[src/rtl/core/ostt_pkg.sv]
`timescale 1ns / 1ps
// ----------------------------------------------------------------------------
// ostt_pkg: shared types and constants for the one-shot timer table
// Request and result payload structs, request kind codes, table geometry.
// ----------------------------------------------------------------------------
package ostt_pkg;

	localparam int SLOTS   = 4;
	localparam int SLOT_IW = (SLOTS > 1) ? $clog2(SLOTS) : 1;

	localparam logic [1:0] KIND_TICK  = 2'd0;
	localparam logic [1:0] KIND_SET   = 2'd1;
	localparam logic [1:0] KIND_CLEAR = 2'd2;

	typedef struct packed {
		logic [1:0]  kind;
		logic [7:0]  timer_id;
		logic [31:0] delay_ms;
	} ostt_req_t;

	typedef struct packed {
		logic        fired;
		logic [7:0]  fired_id;
		logic        status;
		logic [31:0] now_ms;
		logic        last;
	} ostt_res_t;

endpackage

[src/rtl/core/one_shot_timer_table.sv]
`timescale 1ns / 1ps
// ----------------------------------------------------------------------------
// one_shot_timer_table: millisecond counter with a table of one-shot timers
// Tick, set and clear requests; one slot is examined per cycle by a shared
// compare unit under a small sequencer.
// ----------------------------------------------------------------------------
// A request is taken when start is high and busy is low. A tick, or a set or
// clear with a nonzero id, scans the table one slot per cycle through the
// single owner/deadline compare: busy stays high through S_SCAN and S_FINISH,
// and no new request is taken until it falls. An unused kind, or a set or
// clear with id zero, skips the scan: busy is high only while the request
// sits in S_FINISH. Results appear on res for exactly one cycle each,
// flagged by res_strobe; the receiver cannot hold them off and must take
// every one. A tick gives one result per expired timer (ascending slot
// order), or one result with fired low; set and clear give one result each.
// The final result of a request carries last and shows in the first cycle
// busy is low again.
module one_shot_timer_table
	import ostt_pkg::*;
(
	input  logic      clk,
	input  logic      arst_n,
	input  logic      start,
	input  ostt_req_t req,
	output logic      busy,
	output logic      res_strobe,
	output ostt_res_t res
);

	typedef enum logic [2:0] {
		S_IDLE   = 3'b001,
		S_SCAN   = 3'b010,
		S_FINISH = 3'b100
	} state_t;

	state_t            state_q;
	logic [1:0]        kind_q;
	logic [7:0]        id_q;
	logic [31:0]       dur_q;
	logic [SLOT_IW-1:0] idx_q;
	logic [31:0]       ms_count_q;
	logic [7:0]        owner_q [SLOTS];
	logic [31:0]       deadline_q [SLOTS];
	logic              hit_q;
	logic [SLOT_IW-1:0] hit_idx_q;
	logic              emp_q;
	logic [SLOT_IW-1:0] emp_idx_q;
	logic              pend_q;
	logic [7:0]        pend_id_q;
	logic              res_strobe_q;
	ostt_res_t         res_q;

	logic [7:0]        cur_owner;
	logic              dl_match;
	logic              scan_end;
	logic              accept;
	logic [SLOT_IW-1:0] tgt_idx;
	logic              fin_fired;
	logic              set_full;

	assign accept    = start && (state_q == S_IDLE);
	assign cur_owner = owner_q[idx_q];
	assign dl_match  = (cur_owner != 8'd0) && (deadline_q[idx_q] == ms_count_q);
	assign scan_end  = (idx_q == SLOT_IW'(SLOTS - 1));
	assign tgt_idx   = hit_q ? hit_idx_q : emp_idx_q;
	assign fin_fired = (kind_q == KIND_TICK) && pend_q;
	assign set_full  = (kind_q == KIND_SET) && (id_q != 8'd0) && !hit_q && !emp_q;

	assign busy       = (state_q != S_IDLE);
	assign res_strobe = res_strobe_q;
	assign res        = res_q;

	always_ff @(posedge clk or negedge arst_n) begin
		if (!arst_n) begin
			state_q      <= S_IDLE;
			ms_count_q   <= 32'd0;
			res_strobe_q <= 1'b0;
			pend_q       <= 1'b0;
			hit_q        <= 1'b0;
			emp_q        <= 1'b0;
			idx_q        <= '0;
			for (int i = 0; i < SLOTS; i++) begin
				owner_q[i] <= 8'd0;
			end
		end else begin
			case (state_q)
				S_IDLE: begin
					res_strobe_q <= 1'b0;
					if (accept) begin
						kind_q <= req.kind;
						id_q   <= req.timer_id;
						dur_q  <= (req.delay_ms == 32'd0) ? 32'd1 : req.delay_ms;
						idx_q  <= '0;
						hit_q  <= 1'b0;
						emp_q  <= 1'b0;
						pend_q <= 1'b0;
						if (req.kind == KIND_TICK) begin
							ms_count_q <= ms_count_q + 32'd1;
							state_q    <= S_SCAN;
						end else if ((req.kind == KIND_SET || req.kind == KIND_CLEAR)
								&& req.timer_id != 8'd0) begin
							state_q <= S_SCAN;
						end else begin
							state_q <= S_FINISH;
						end
					end
				end
				S_SCAN: begin
					res_strobe_q <= (kind_q == KIND_TICK) && dl_match && pend_q;
					if (kind_q == KIND_TICK) begin
						if (dl_match) begin
							owner_q[idx_q] <= 8'd0;
							pend_q         <= 1'b1;
							pend_id_q      <= cur_owner;
							if (pend_q) begin
								res_q.fired    <= 1'b1;
								res_q.fired_id <= pend_id_q;
								res_q.status   <= 1'b0;
								res_q.now_ms   <= ms_count_q;
								res_q.last     <= 1'b0;
							end
						end
					end else begin
						if (!hit_q && cur_owner == id_q) begin
							hit_q     <= 1'b1;
							hit_idx_q <= idx_q;
						end
						if (!emp_q && cur_owner == 8'd0) begin
							emp_q     <= 1'b1;
							emp_idx_q <= idx_q;
						end
					end
					if (scan_end) begin
						idx_q   <= '0;
						state_q <= S_FINISH;
					end else begin
						idx_q <= idx_q + SLOT_IW'(1);
					end
				end
				S_FINISH: begin
					res_strobe_q   <= 1'b1;
					res_q.fired    <= fin_fired;
					res_q.fired_id <= fin_fired ? pend_id_q : 8'd0;
					res_q.status   <= set_full;
					res_q.now_ms   <= ms_count_q;
					res_q.last     <= 1'b1;
					if (kind_q == KIND_SET && id_q != 8'd0) begin
						if (hit_q || emp_q) begin
							owner_q[tgt_idx]    <= id_q;
							deadline_q[tgt_idx] <= ms_count_q + dur_q;
						end
					end else if (kind_q == KIND_CLEAR && id_q != 8'd0) begin
						if (hit_q) begin
							owner_q[hit_idx_q] <= 8'd0;
						end
					end
					state_q <= S_IDLE;
				end
				default: begin
					res_strobe_q <= 1'b0;
					state_q      <= S_IDLE;
				end
			endcase
		end
	end

endmodule

[config.mk]
export PLATFORM = sky130hd
export DESIGN_NAME = one_shot_timer_table
export DESIGN_NICKNAME = d
export VERILOG_FILES = /design/src/rtl/core/ostt_pkg.sv /design/src/rtl/core/one_shot_timer_table.sv
export SDC_FILE = /design/constraint.sdc
export NUM_CORES = 1
export LEC_CHECK = 0
export ABC_AREA = 1
export BUFFER_PORTS_ARGS = -buffer_cell sky130_fd_sc_hd__buf_2
export CAP_MARGIN = 20
export CORE_ASPECT_RATIO = 1.2
export CORE_MARGIN = 2
export CORE_UTILIZATION = 55
export DETAILED_ROUTE_END_ITERATION = 10
export PLACE_DENSITY = 0.79
export SYNTH_ARGS = -nofsm -noshare
export SYNTH_HDL_FRONTEND = slang
export SYNTH_SLANG_ARGS = --single-unit
[constraint.sdc]
create_clock -name clk -period 9.6 [get_ports clk]
set_input_delay 1.44 -clock clk [delete_from_list [all_inputs] [get_ports clk]]
set_output_delay 1.44 -clock clk [all_outputs]
set_load 0.05 [all_outputs]
# After elaboration in Yosys (flattened, before gate mapping)
# Memories as Yosys holds them, arrays and structs flattened.
# Index checks and enable logic that the tools add are counted.
[totals]
register_bits = 170
latch_bits = 0
ram_bits = 128
mem_bits_ro = 0
out_inout_bits = 45
elab_cells = 149
mem_count = 1
[memory_table]
columns = ["name", "words", "width", "read_ports", "rd_clocked_by_memory_dff", "wr", "line", "text"]
rows = [
  ["deadline_q", 4, 32, 1, 0, 1, "one_shot_timer_table.sv:43", "logic [31:0] deadline_q [SLOTS];"],
]
[classes]
n_addsub = 3
multipliers = 0
div_mod_pow = 0
order_cmp = 6
n_eq_ne = 22
shifts = 0
mux = 46
n_bitwise = 8
n_reduce_logical = 41
[ops]
columns = ["cell", "n"]
rows = [
  ["$mux 32", 6],
  ["$mux 43", 3],
  ["$pmux 43 s2", 1],
  ["$and 32x32->32", 2],
  ["$not 32->32", 2],
  ["$pmux 32 s2", 1],
  ["$demux 8 s2", 3],
  ["$mux 8", 6],
  ["$add 32x1->32 const B", 1],
  ["$add 32x32->32", 1],
  ["$bwmux 32", 1],
  ["$eq 32x32->1", 1],
  ["$logic_not 32->1", 1],
  ["$reduce_and 4->1", 6],
  ["$reduce_bool 8->1", 3],
  ["$bmux 8 s2", 1],
  ["$logic_and 1x1->1", 16],
  ["$ne 2x2->1 const B", 8],
  ["$mux 3", 4],
  ["$mux 1", 11],
  ["$ge 3x3->1 const B", 3],
  ["$lt 3x1->1 const B", 3],
  ["$ne 3x3->1 const B", 3],
  ["$not 2->3", 3],
  ["other kinds (22)", 36],
]

# Logic depth before layout (Yosys ltp)
# Gate-level depths: netlist of run 1.
[depth]
ltp_word = 11
depth_mapped = 18
ltp_nobuf = 16

# Worst setup path after synthesis of run 1
# OpenSTA, ideal clock, no wires.
[synth_timing]
path_kind = "register to register"
startpoint = "register idx_q[0]"
endpoint = "register res_q, in the netlist res[0] (enable)"
arrival_time_ns = 4.914
t_required_ns = 9.094
path_slack_ns = 4.180
stages_incl_launch_ff = 15
synth_period_minus_slack_ns = 5.420
cell_sequence = "dfrtp_1 -> buf_4 -> inv_2 -> buf_6 -> buf_6 -> nand2_1 -> nand3_1 -> nand2_1 -> xor2_1 -> nor2_1 -> nand2_1 -> nor2_2 -> nand3_1 -> nand2_4 -> nor3b_1"
[synth_between]
elab_chain_len = 8
elab_cells_between_ends = 10
cone_classes = "2 x eq/ne; 3 x mux; 1 x bitwise; 3 x reduce/logical; 1 x memory"
[synth_rtl]
columns = ["item", "line", "text"]
rows = [
  ["from (decl)", "one_shot_timer_table.sv:40", "logic [SLOT_IW-1:0] idx_q;"],
  ["from (signal assigned)", "one_shot_timer_table.sv:137", "idx_q <= idx_q + SLOT_IW'(1);"],
  ["$not 2->3 (implied by the code)", "one_shot_timer_table.sv:62", "assign cur_owner = owner_q[idx_q];"],
  ["$bmux 8 s2", "one_shot_timer_table.sv:62", ""],
  ["$mux 8 (implied by the code) (2 in series)", "one_shot_timer_table.sv:62", ""],
  ["$reduce_bool 8->1", "one_shot_timer_table.sv:63", "assign dl_match = (cur_owner != 8'd0) && (deadline_q[idx_q] == ms_count_q);"],
  ["$logic_and 1x1->1 *", "one_shot_timer_table.sv:63", ""],
  ["$ne 2x2->1 (no line) *", "--", ""],
  ["$reduce_and 5->1 (no line) *", "--", ""],
  ["to (decl)", "one_shot_timer_table.sv:51", "ostt_res_t res_q;"],
]
# Mark *: on every way between the ends. The rest lies on a longest branch, timed or not. The select of a mux whose other input is x is not followed.
# A chain may end at the register's enable or synchronous reset.

# Worst setup path in the final report of run 1
[layout_timing]
startpoint = "register idx_q[0]"
endpoint = "register res_q, in the netlist res[20] (enable)"
# The elaborated chain is that of the path after synthesis.

==> results of run 1 <==
-- kinds of logic after synthesis --
family                   Yosys count  synth area share [%]
AO/OA/AOI/OAI                    140                 5.442
buffers and inverters            215                 5.943
adder cells (fa/ha/maj)           38                 3.169
XOR/XNOR                          73                 4.195
AND/OR/NAND/NOR                  866                 24.93
flip-flops                       298                 56.32
-- synth_stat cells (8+ instances only) --
| cell type | instances |
|---|---|
| xnor2_1 | 17 |
| buf_6 | 9 |
| nand4_1 | 48 |
| nand2_1 | 501 |
| nor2_1 | 98 |
| dfrtp_1 | 72 |
| nor4_1 | 14 |
| nor3_1 | 23 |
| inv_1 | 131 |
| o21ai_0 | 32 |
| clkbuf_1 | 44 |
| ha_1 | 37 |
| a21o_1 | 8 |
| nand3_1 | 155 |
| edfxtp_1 | 225 |
| a21oi_1 | 49 |
| buf_2 | 19 |
| o22ai_1 | 23 |
| xor2_1 | 56 |
-- stage by stage --
stage	setup WS, ns	utilization [%]	std cells
finish	5.058	62.05	2054
global route	4.722	62.05	2054
CTS	5.171	61.80	2051
detailed placement	5.235	58.34	1994
global placement	5.414	58.34	1994
floorplan	4.180	-	1630
-- registers in the layout, summed over array words and instances, names as in the netlist --
signal and count:
pend_id_q 8, hit_idx_q 2, id_q 8, deadline_q 128
res_strobe 1, emp_idx_q 2, owner_q 32, kind_q 2
pend_q 1, idx_q 2, emp_q 1, hit_q 1
res 43, dur_q 32, ms_count_q 32, state_q 3
-- worst max-delay path: cells and delay by family, from the launching register on --
kind                   cells  cell delay (ns)
AND/OR/NAND/NOR           11             1.68
flip-flops                 1             0.34
buffers and inverters      5             2.06
-- report_power, final --
part           switching (mW)  leakage, nW  internal, mW  total (mW)
combinational           0.646         3.70         0.244       0.889
clock                   0.497        0.457         0.625        1.12
sequential             0.0623         2.93          1.53        1.59
-- layer usage --
layer,share of wire (%),track usage [%]
met5,0,0
met4,7.0,16.30
met3,7.4,3.902
met2,49,47.63
met1,36,33.53
-- cell type report --
type	count	area, sq um	area share, %
clock buffer	40	809.5	4.802
clock inverter	17	130.1	0.7719
inverter	141	529.3	3.140
multi-input combinational	1117	5794	34.37
sequential	298	8586	50.93
tap	340	425.4	2.524
timing repair buffer	101	583.1	3.459
-- worst paths after layout --
path	from	depth (start not counted)	slack, ns	end
setup / recovery	idx_q[0]	16	5.06	res[20]
hold / removal	owner_q[25]	2	0.51	owner_q[25]
setup reg to reg	idx_q[0]	16	5.06	res[20]
hold reg to reg	owner_q[25]	2	0.51	owner_q[25]
max in group asynchronous	arst_n	2	7.76	idx_q[0]
min in group asynchronous	arst_n	1	0.72	res_strobe
==> impl_metrics.csv, run 1 <==
group,metric,value,unit
logic_synthesis,synth_area_leaders,"edfxtp_1, nand2_1, dfrtp_1",
critical_path,critPathMaxFanout,93,
logic_synthesis,syn_area_per_cell,9.351,sq um
sta,maxSlewViolCount,0,
sta,hold_viol_final,0,
final_layout,fillCellCount,2172,
min_path,hp-class,"reg -> reg",
floorplan,dieArea,0.02907,sq mm
global_route,grt_pass1_wl,62710,um
clocking,clk_latency,0.56,ns
logic_synthesis,synth_top_area_cell,"edfxtp_1",
sta,fin_skew,0.009710,ns
pwr,finalPower,3.602,mW
clocking,postCtsSetupBuffers,0,
global_route,antenna_found_initial,0,
logic_synthesis,ys_ff_latch,298,
logic_synthesis,synth_warnings,0,
sta,fmax,220.2,MHz
drt,post-route-drc-count,0,
sta,rsz0062_at_grt,"no",
logic_synthesis,synth_cell_type_count,46,
status,status,"complete, no violations",
pwr,leakage,7.083,nW
drt,dr.first_iter.drc_count,872,
logic_synthesis,ys_seq_area_share,56.32,%
final_layout,num-nets-final,1773,
critical_path,worstSetupPathType,"reg -> reg",
clocking,cts-root-buf,"clkbuf_16",
drt,drt_wl_total,40610,um
clocking,cts_hold_buf,0,
drt,vias,12070,
final_layout,design_area,0.01686,sq mm
final_layout,final_common_cell,"nand2_1",
final_layout,mostFrequentLayoutCells,"nand2_1, edfxtp_1, nand3_1, inv_1, nor2_1",
sta,fin_crit,4.542,ns
place,hpwl,28540,um
logic_synthesis,synth_top_area_share,44.33,%
sta,worstMarginPinSlew,1.134,ns
clocking,cts.reportedPaths.clkPinSlew,0.07,ns
critical_path,cpMaxStageDelayCell,"buf_4",
clocking,cts_tree,"built",
drt,wl_per_cell,19.77,um
logic_synthesis,postSynth.asyncResetShare,24.50,%
critical_path,required,9.82,ns
sta,holdWs,0.5113,ns
clocking,cts_sinks,298,
drt,drt-pass1-iter-count,6,
sta,final.period_utilization,47.31,%
clocking,clock_path_buffers,3,
clocking,cts_resized,0,
logic_synthesis,netlist_area,0.01524,sq mm
floorplan,row_count,66,
place,placed_area,0.01585,sq mm
logic_synthesis,synth_cells,1630,
floorplan,die_x,156.0,um
drt,route.antenna.remaining_nets,0,
run,drv_cap,0,
floorplan,start_util,56.10,%
logic_synthesis,synth_edf_count,225,
final_layout,n_antenna_cell,0,
pwr,power-per-cell-area,213.7,mW/mm^2
floorplan,coreArea,0.02717,sq mm
critical_path,critical_path_arrival,4.76,ns
floorplan,fp.dieH,186.4,um
clocking,h-tree-depth,1,
critical_path,critPathLaunchType,"flip-flop",
logic_synthesis,syn_nets,1713,
critical_path,cpMostUsedCell,"nand2_1",
place,gp_congestion,1.015,
global_route,grt_max_degree,94,
critical_path,crit_path_max_incr_delay,0.70,ns
global_route,grt_pass1_vias,11650,
drt,via_per_inst,5.874,
critical_path,cp-end-kind,"flip-flop",
sta,setup_viol,0,
clocking,cts_buffers,31,
sta,slew_headroom,24.19,%
critical_path,path_cells,"buf_4 -> inv_2 -> buf_4 -> nand2_1 -> nand3_1 -> nand3_1 -> nand2_1 -> inv_1 -> nand2_1 -> nor2_1 -> nand2_1 -> nor2_2 -> nand3_1 -> nand2_4 -> nor3b_2 -> buf_4",
sta,setup_tns,0,ns
global_route,overflow,0,
floorplan,io_pins,90,
place,numPortBuffers,89,
pwr,ir_worst_vdd,153.9,uV
global_route,track_usage,27.86,%
final_layout,syn2layout_area_growth,10.60,%
final_layout,layout-drive-gt1-share,10.68,%
logic_synthesis,ys.flop_type,"edfxtp_1",
Note: power is estimated with default switching activity, not from simulation.
==> run 2, diff against run 1 <==
- ABC_AREA: 1 -> 0
- PLACE_DENSITY: 0.79 -> 0.82
- clock period: 9.6 -> 4.1 ns (I/O delays scaled with it)
==> run 2 against run 1 <==
Compared with the run above: clock-buffer cell count shrank 10; wire length shrank 27%; cell count shrank 34%; clock power grew to 2.5 times the previous value; synthesized cell count shrank 43%; first-iteration DRC count shrank 33%; critical path type unchanged; largest cell class unchanged.
==> impl_metrics.csv, run 2 <==
group,metric,value,unit
status,status,"complete, no violations",
pwr,leakage,6.082,nW
sta,slew_headroom,49.86,%
drt,vias,8029,
logic_synthesis,synth_area_leaders,"edfxtp_1, dfrtp_1, mux4_2",
clocking,cts_sinks,298,
critical_path,cp_top_family,"compound AO/OA/AOI/OAI gates",
critical_path,cp.buffers_inverters,0,
pwr,power-per-cell-area,493.0,mW/mm^2
drt,post-route-drc-count,0,
global_route,antenna_found_initial,0,
pwr,intPower,5.611,mW
drt,drt_wl_total,29550,um
clocking,clk_latency,0.54,ns
critical_path,r2r_cells,10,
logic_synthesis,synth_top_area_cell,"edfxtp_1",
logic_synthesis,synth_top_area_share,49.80,%
clocking,cts_resized,0,
logic_synthesis,yosys-top-cells-count,"edfxtp_1, xnor2_1, dfrtp_1, nand2_1",
clocking,clock_path_buffers,3,
final_layout,largest_register_ffs,128,
place,gp_congestion,0.8873,
clocking,h-tree-depth,1,
clocking,cts-root-buf,"clkbuf_16",
sta,maxSlewViolCount,0,
drt,dr.first_iter.drc_count,588,
run,drv_cap,0,
min_path,holdCritStartpoint,"req[1]",
place,hpwl,20270,um
global_route,grt_max_degree,55,
critical_path,cpMaxStageDelayCell,"a311oi_1",
logic_synthesis,syn_area_per_cell,14.62,sq um
global_route,overflow,0,
logic_synthesis,ys_seq_area_share,63.27,%
sta,setup_viol,0,
sta,fmax,274.2,MHz
logic_synthesis,synth_cells,928,
global_route,grt_pass1_wl,45630,um
logic_synthesis,synth_cell_type_count,66,
sta,rsz0062_at_grt,"no",
pwr,ir_worst_vdd,362.7,uV
place,placed_area,0.01435,sq mm
final_layout,num-nets-final,1100,
critical_path,crit_path_max_incr_delay,0.65,ns
logic_synthesis,yosysMostFrequentCell,"edfxtp_1",
critical_path,crit-reg2reg-launch,"ms_count_q[0]",
sta,fin_skew,0.01393,ns
pwr,pwr-share-clk,36.8,%
clocking,cts_tree,"built",
final_layout,largest_register,"deadline_q",
logic_synthesis,synthAdderAreaFrac,3.560,%
global_route,grt_pass1_vias,8158,
sta,setup_tns,0,ns
floorplan,start_util,56.24,%
min_path,timing.hold.worst_path_depth,1,
min_path,hp-class,"in -> reg",
sta,worstMarginPinSlew,0.7520,ns
logic_synthesis,synthMuxAreaShare,9.249,%
critical_path,worstSetupPathType,"reg -> reg",
clocking,cts_buffers,29,
critical_path,critPathMaxFanout,6,
global_route,track_usage,23.14,%
logic_synthesis,postSynth.asyncResetShare,24.50,%
logic_synthesis,netlist_area,0.01357,sq mm
sta,hold_viol_final,0,
logic_synthesis,synth_xor_xnor_area_share,6.262,%
logic_synthesis,syn_nets,1011,
sta,fin_crit,3.647,ns
logic_synthesis,ys.flop_type,"edfxtp_1",
final_layout,design_area,0.01541,sq mm
critical_path,critical_path_arrival,3.88,ns
clocking,cts.reportedPaths.clkPinSlew,0.07,ns
drt,via_per_inst,5.908,
final_layout,syn2layout_area_growth,13.60,%
pwr,p_sw,1.988,mW
critical_path,critPathLaunchType,"flip-flop",
pwr,combPwrFrac,15.8,%
place,numPortBuffers,89,
floorplan,io_pins,90,
logic_synthesis,synth_edf_count,225,
logic_synthesis,synth_compound_area_share,5.146,%
critical_path,cp-end-kind,"flip-flop",
floorplan,row_count,62,
floorplan,coreArea,0.02413,sq mm
critical_path,path_cells,"ha_1 -> fa_1 -> a21oi_1 -> o211ai_1 -> and2_1 -> o21ai_0 -> a21bo_2 -> a211o_1 -> nand2_1 -> a311oi_1",
logic_synthesis,synth_warnings,0,
logic_synthesis,ys_ff_latch,298,
pwr,switching_share,26.16,%
min_path,whs_endpoint,"dur_q[1]",
drt,route.antenna.remaining_nets,0,
final_layout,final_common_cell,"edfxtp_1",
floorplan,dieArea,0.02595,sq mm
sta,final.period_utilization,88.94,%
drt,drt-pass1-iter-count,5,
floorplan,die_x,147.4,um
final_layout,layout-drive-gt1-share,24.16,%
logic_synthesis,yosys.area_share.simple,9.849,%
final_layout,mostFrequentLayoutCells,"edfxtp_1, buf_2, xnor2_1, dfrtp_1, nand2_1",
pwr,pwr-share-seq,47.4,%
final_layout,n_antenna_cell,0,
critical_path,regToRegEndpoint,"deadline_q[3][30]",
critical_path,rrSetupSlack,0.45,ns
critical_path,required,4.34,ns
logic_synthesis,synth_top_family_by_area,"simple AND/OR/NAND/NOR gates",
floorplan,fp.dieH,176.1,um
drt,wl_per_cell,21.74,um
==> run 2: worst max-delay path by stage <==
stage | startpoint | endpoint | slack [ns] | cells after the start
final | ms_count_q[0] | deadline_q[3][30] | 0.45 | 10
after floorplan | idx_q[0] | res[0] | 0.47 | 9
after global routing | idx_q[0] | res[1] | 0.33 | 10
after CTS | idx_q[0] | res[1] | 0.06 | 9
after global placement | idx_q[0] | res[3] | 0.20 | 10
after detailed placement | idx_q[0] | res[6] | 0.13 | 9
==> run 2: cells by family (layout without fill, tap and decap cells) <==
| group | Yosys count | in the layout |
|---|---|---|
| buffers and inverters | 75 | 186 |
| XOR/XNOR | 97 | 97 |
| AND/OR/NAND/NOR | 240 | 240 |
| adder cells (fa/ha/maj) | 38 | 38 |
| flip-flops | 298 | 298 |
| multiplexers | 74 | 74 |
| AO/OA/AOI/OAI | 106 | 106 |
==> run 2: routing by layer <==
layer  vias to the layer above  part of all wire, %  wire, um  global-route usage (%)
li1                       3661                    -         -                       -
met1                      4021                   37     11080                   28.84
met2                       288                   53     15600                   41.43
met3                        59                  6.3      1852                   3.127
met4                         0                  3.5      1020                   8.654
met5                         -                    0         0                       0
==> run 2: power by group through the flow <==
stage	combinational, mW	clock [mW]	sequential [mW]
4_1_cts	1.20	2.83	3.60
3_5_place_dp	1.17	0	3.66
6_report	1.20	2.80	3.60
3_3_place_gp	1.14	0	3.65
5_1_grt	1.30	2.94	3.61
2_1_floorplan	0.802	0	3.69
==> run 2: what timing repair did <==
action | CTS | global route
hold buffers | 1 | 0
setup buffers | 0 | 0
hold endpoints to repair | 16 | 0
==> run 2: area by class of cell <==
cell class | count | area, sq um
clock inverter | 23 | 270.3
inverter | 21 | 78.83
sequential | 298 | 8586
multi-input combinational | 555 | 4641
tap | 320 | 400.4
clock buffer | 30 | 739.5
timing repair buffer | 112 | 698.2
fill | 1676 | 8712
==> run 2: metrics by stage <==
step	hold WS, ns	util (%)	instances	total power [mW]	setup WS, ns
3_3_place_gp	0.5043	59.50	1303	4.792	0.2020
4_1_cts	0.2418	63.72	1357	7.624	0.05524
2_1_floorplan	0.3194	-	928	4.488	0.4741
6_report	0.2576	63.89	1359	7.598	0.4534
3_5_place_dp	0.5139	59.50	1303	4.832	0.1299
5_1_grt	0.2496	63.89	1359	7.841	0.3278
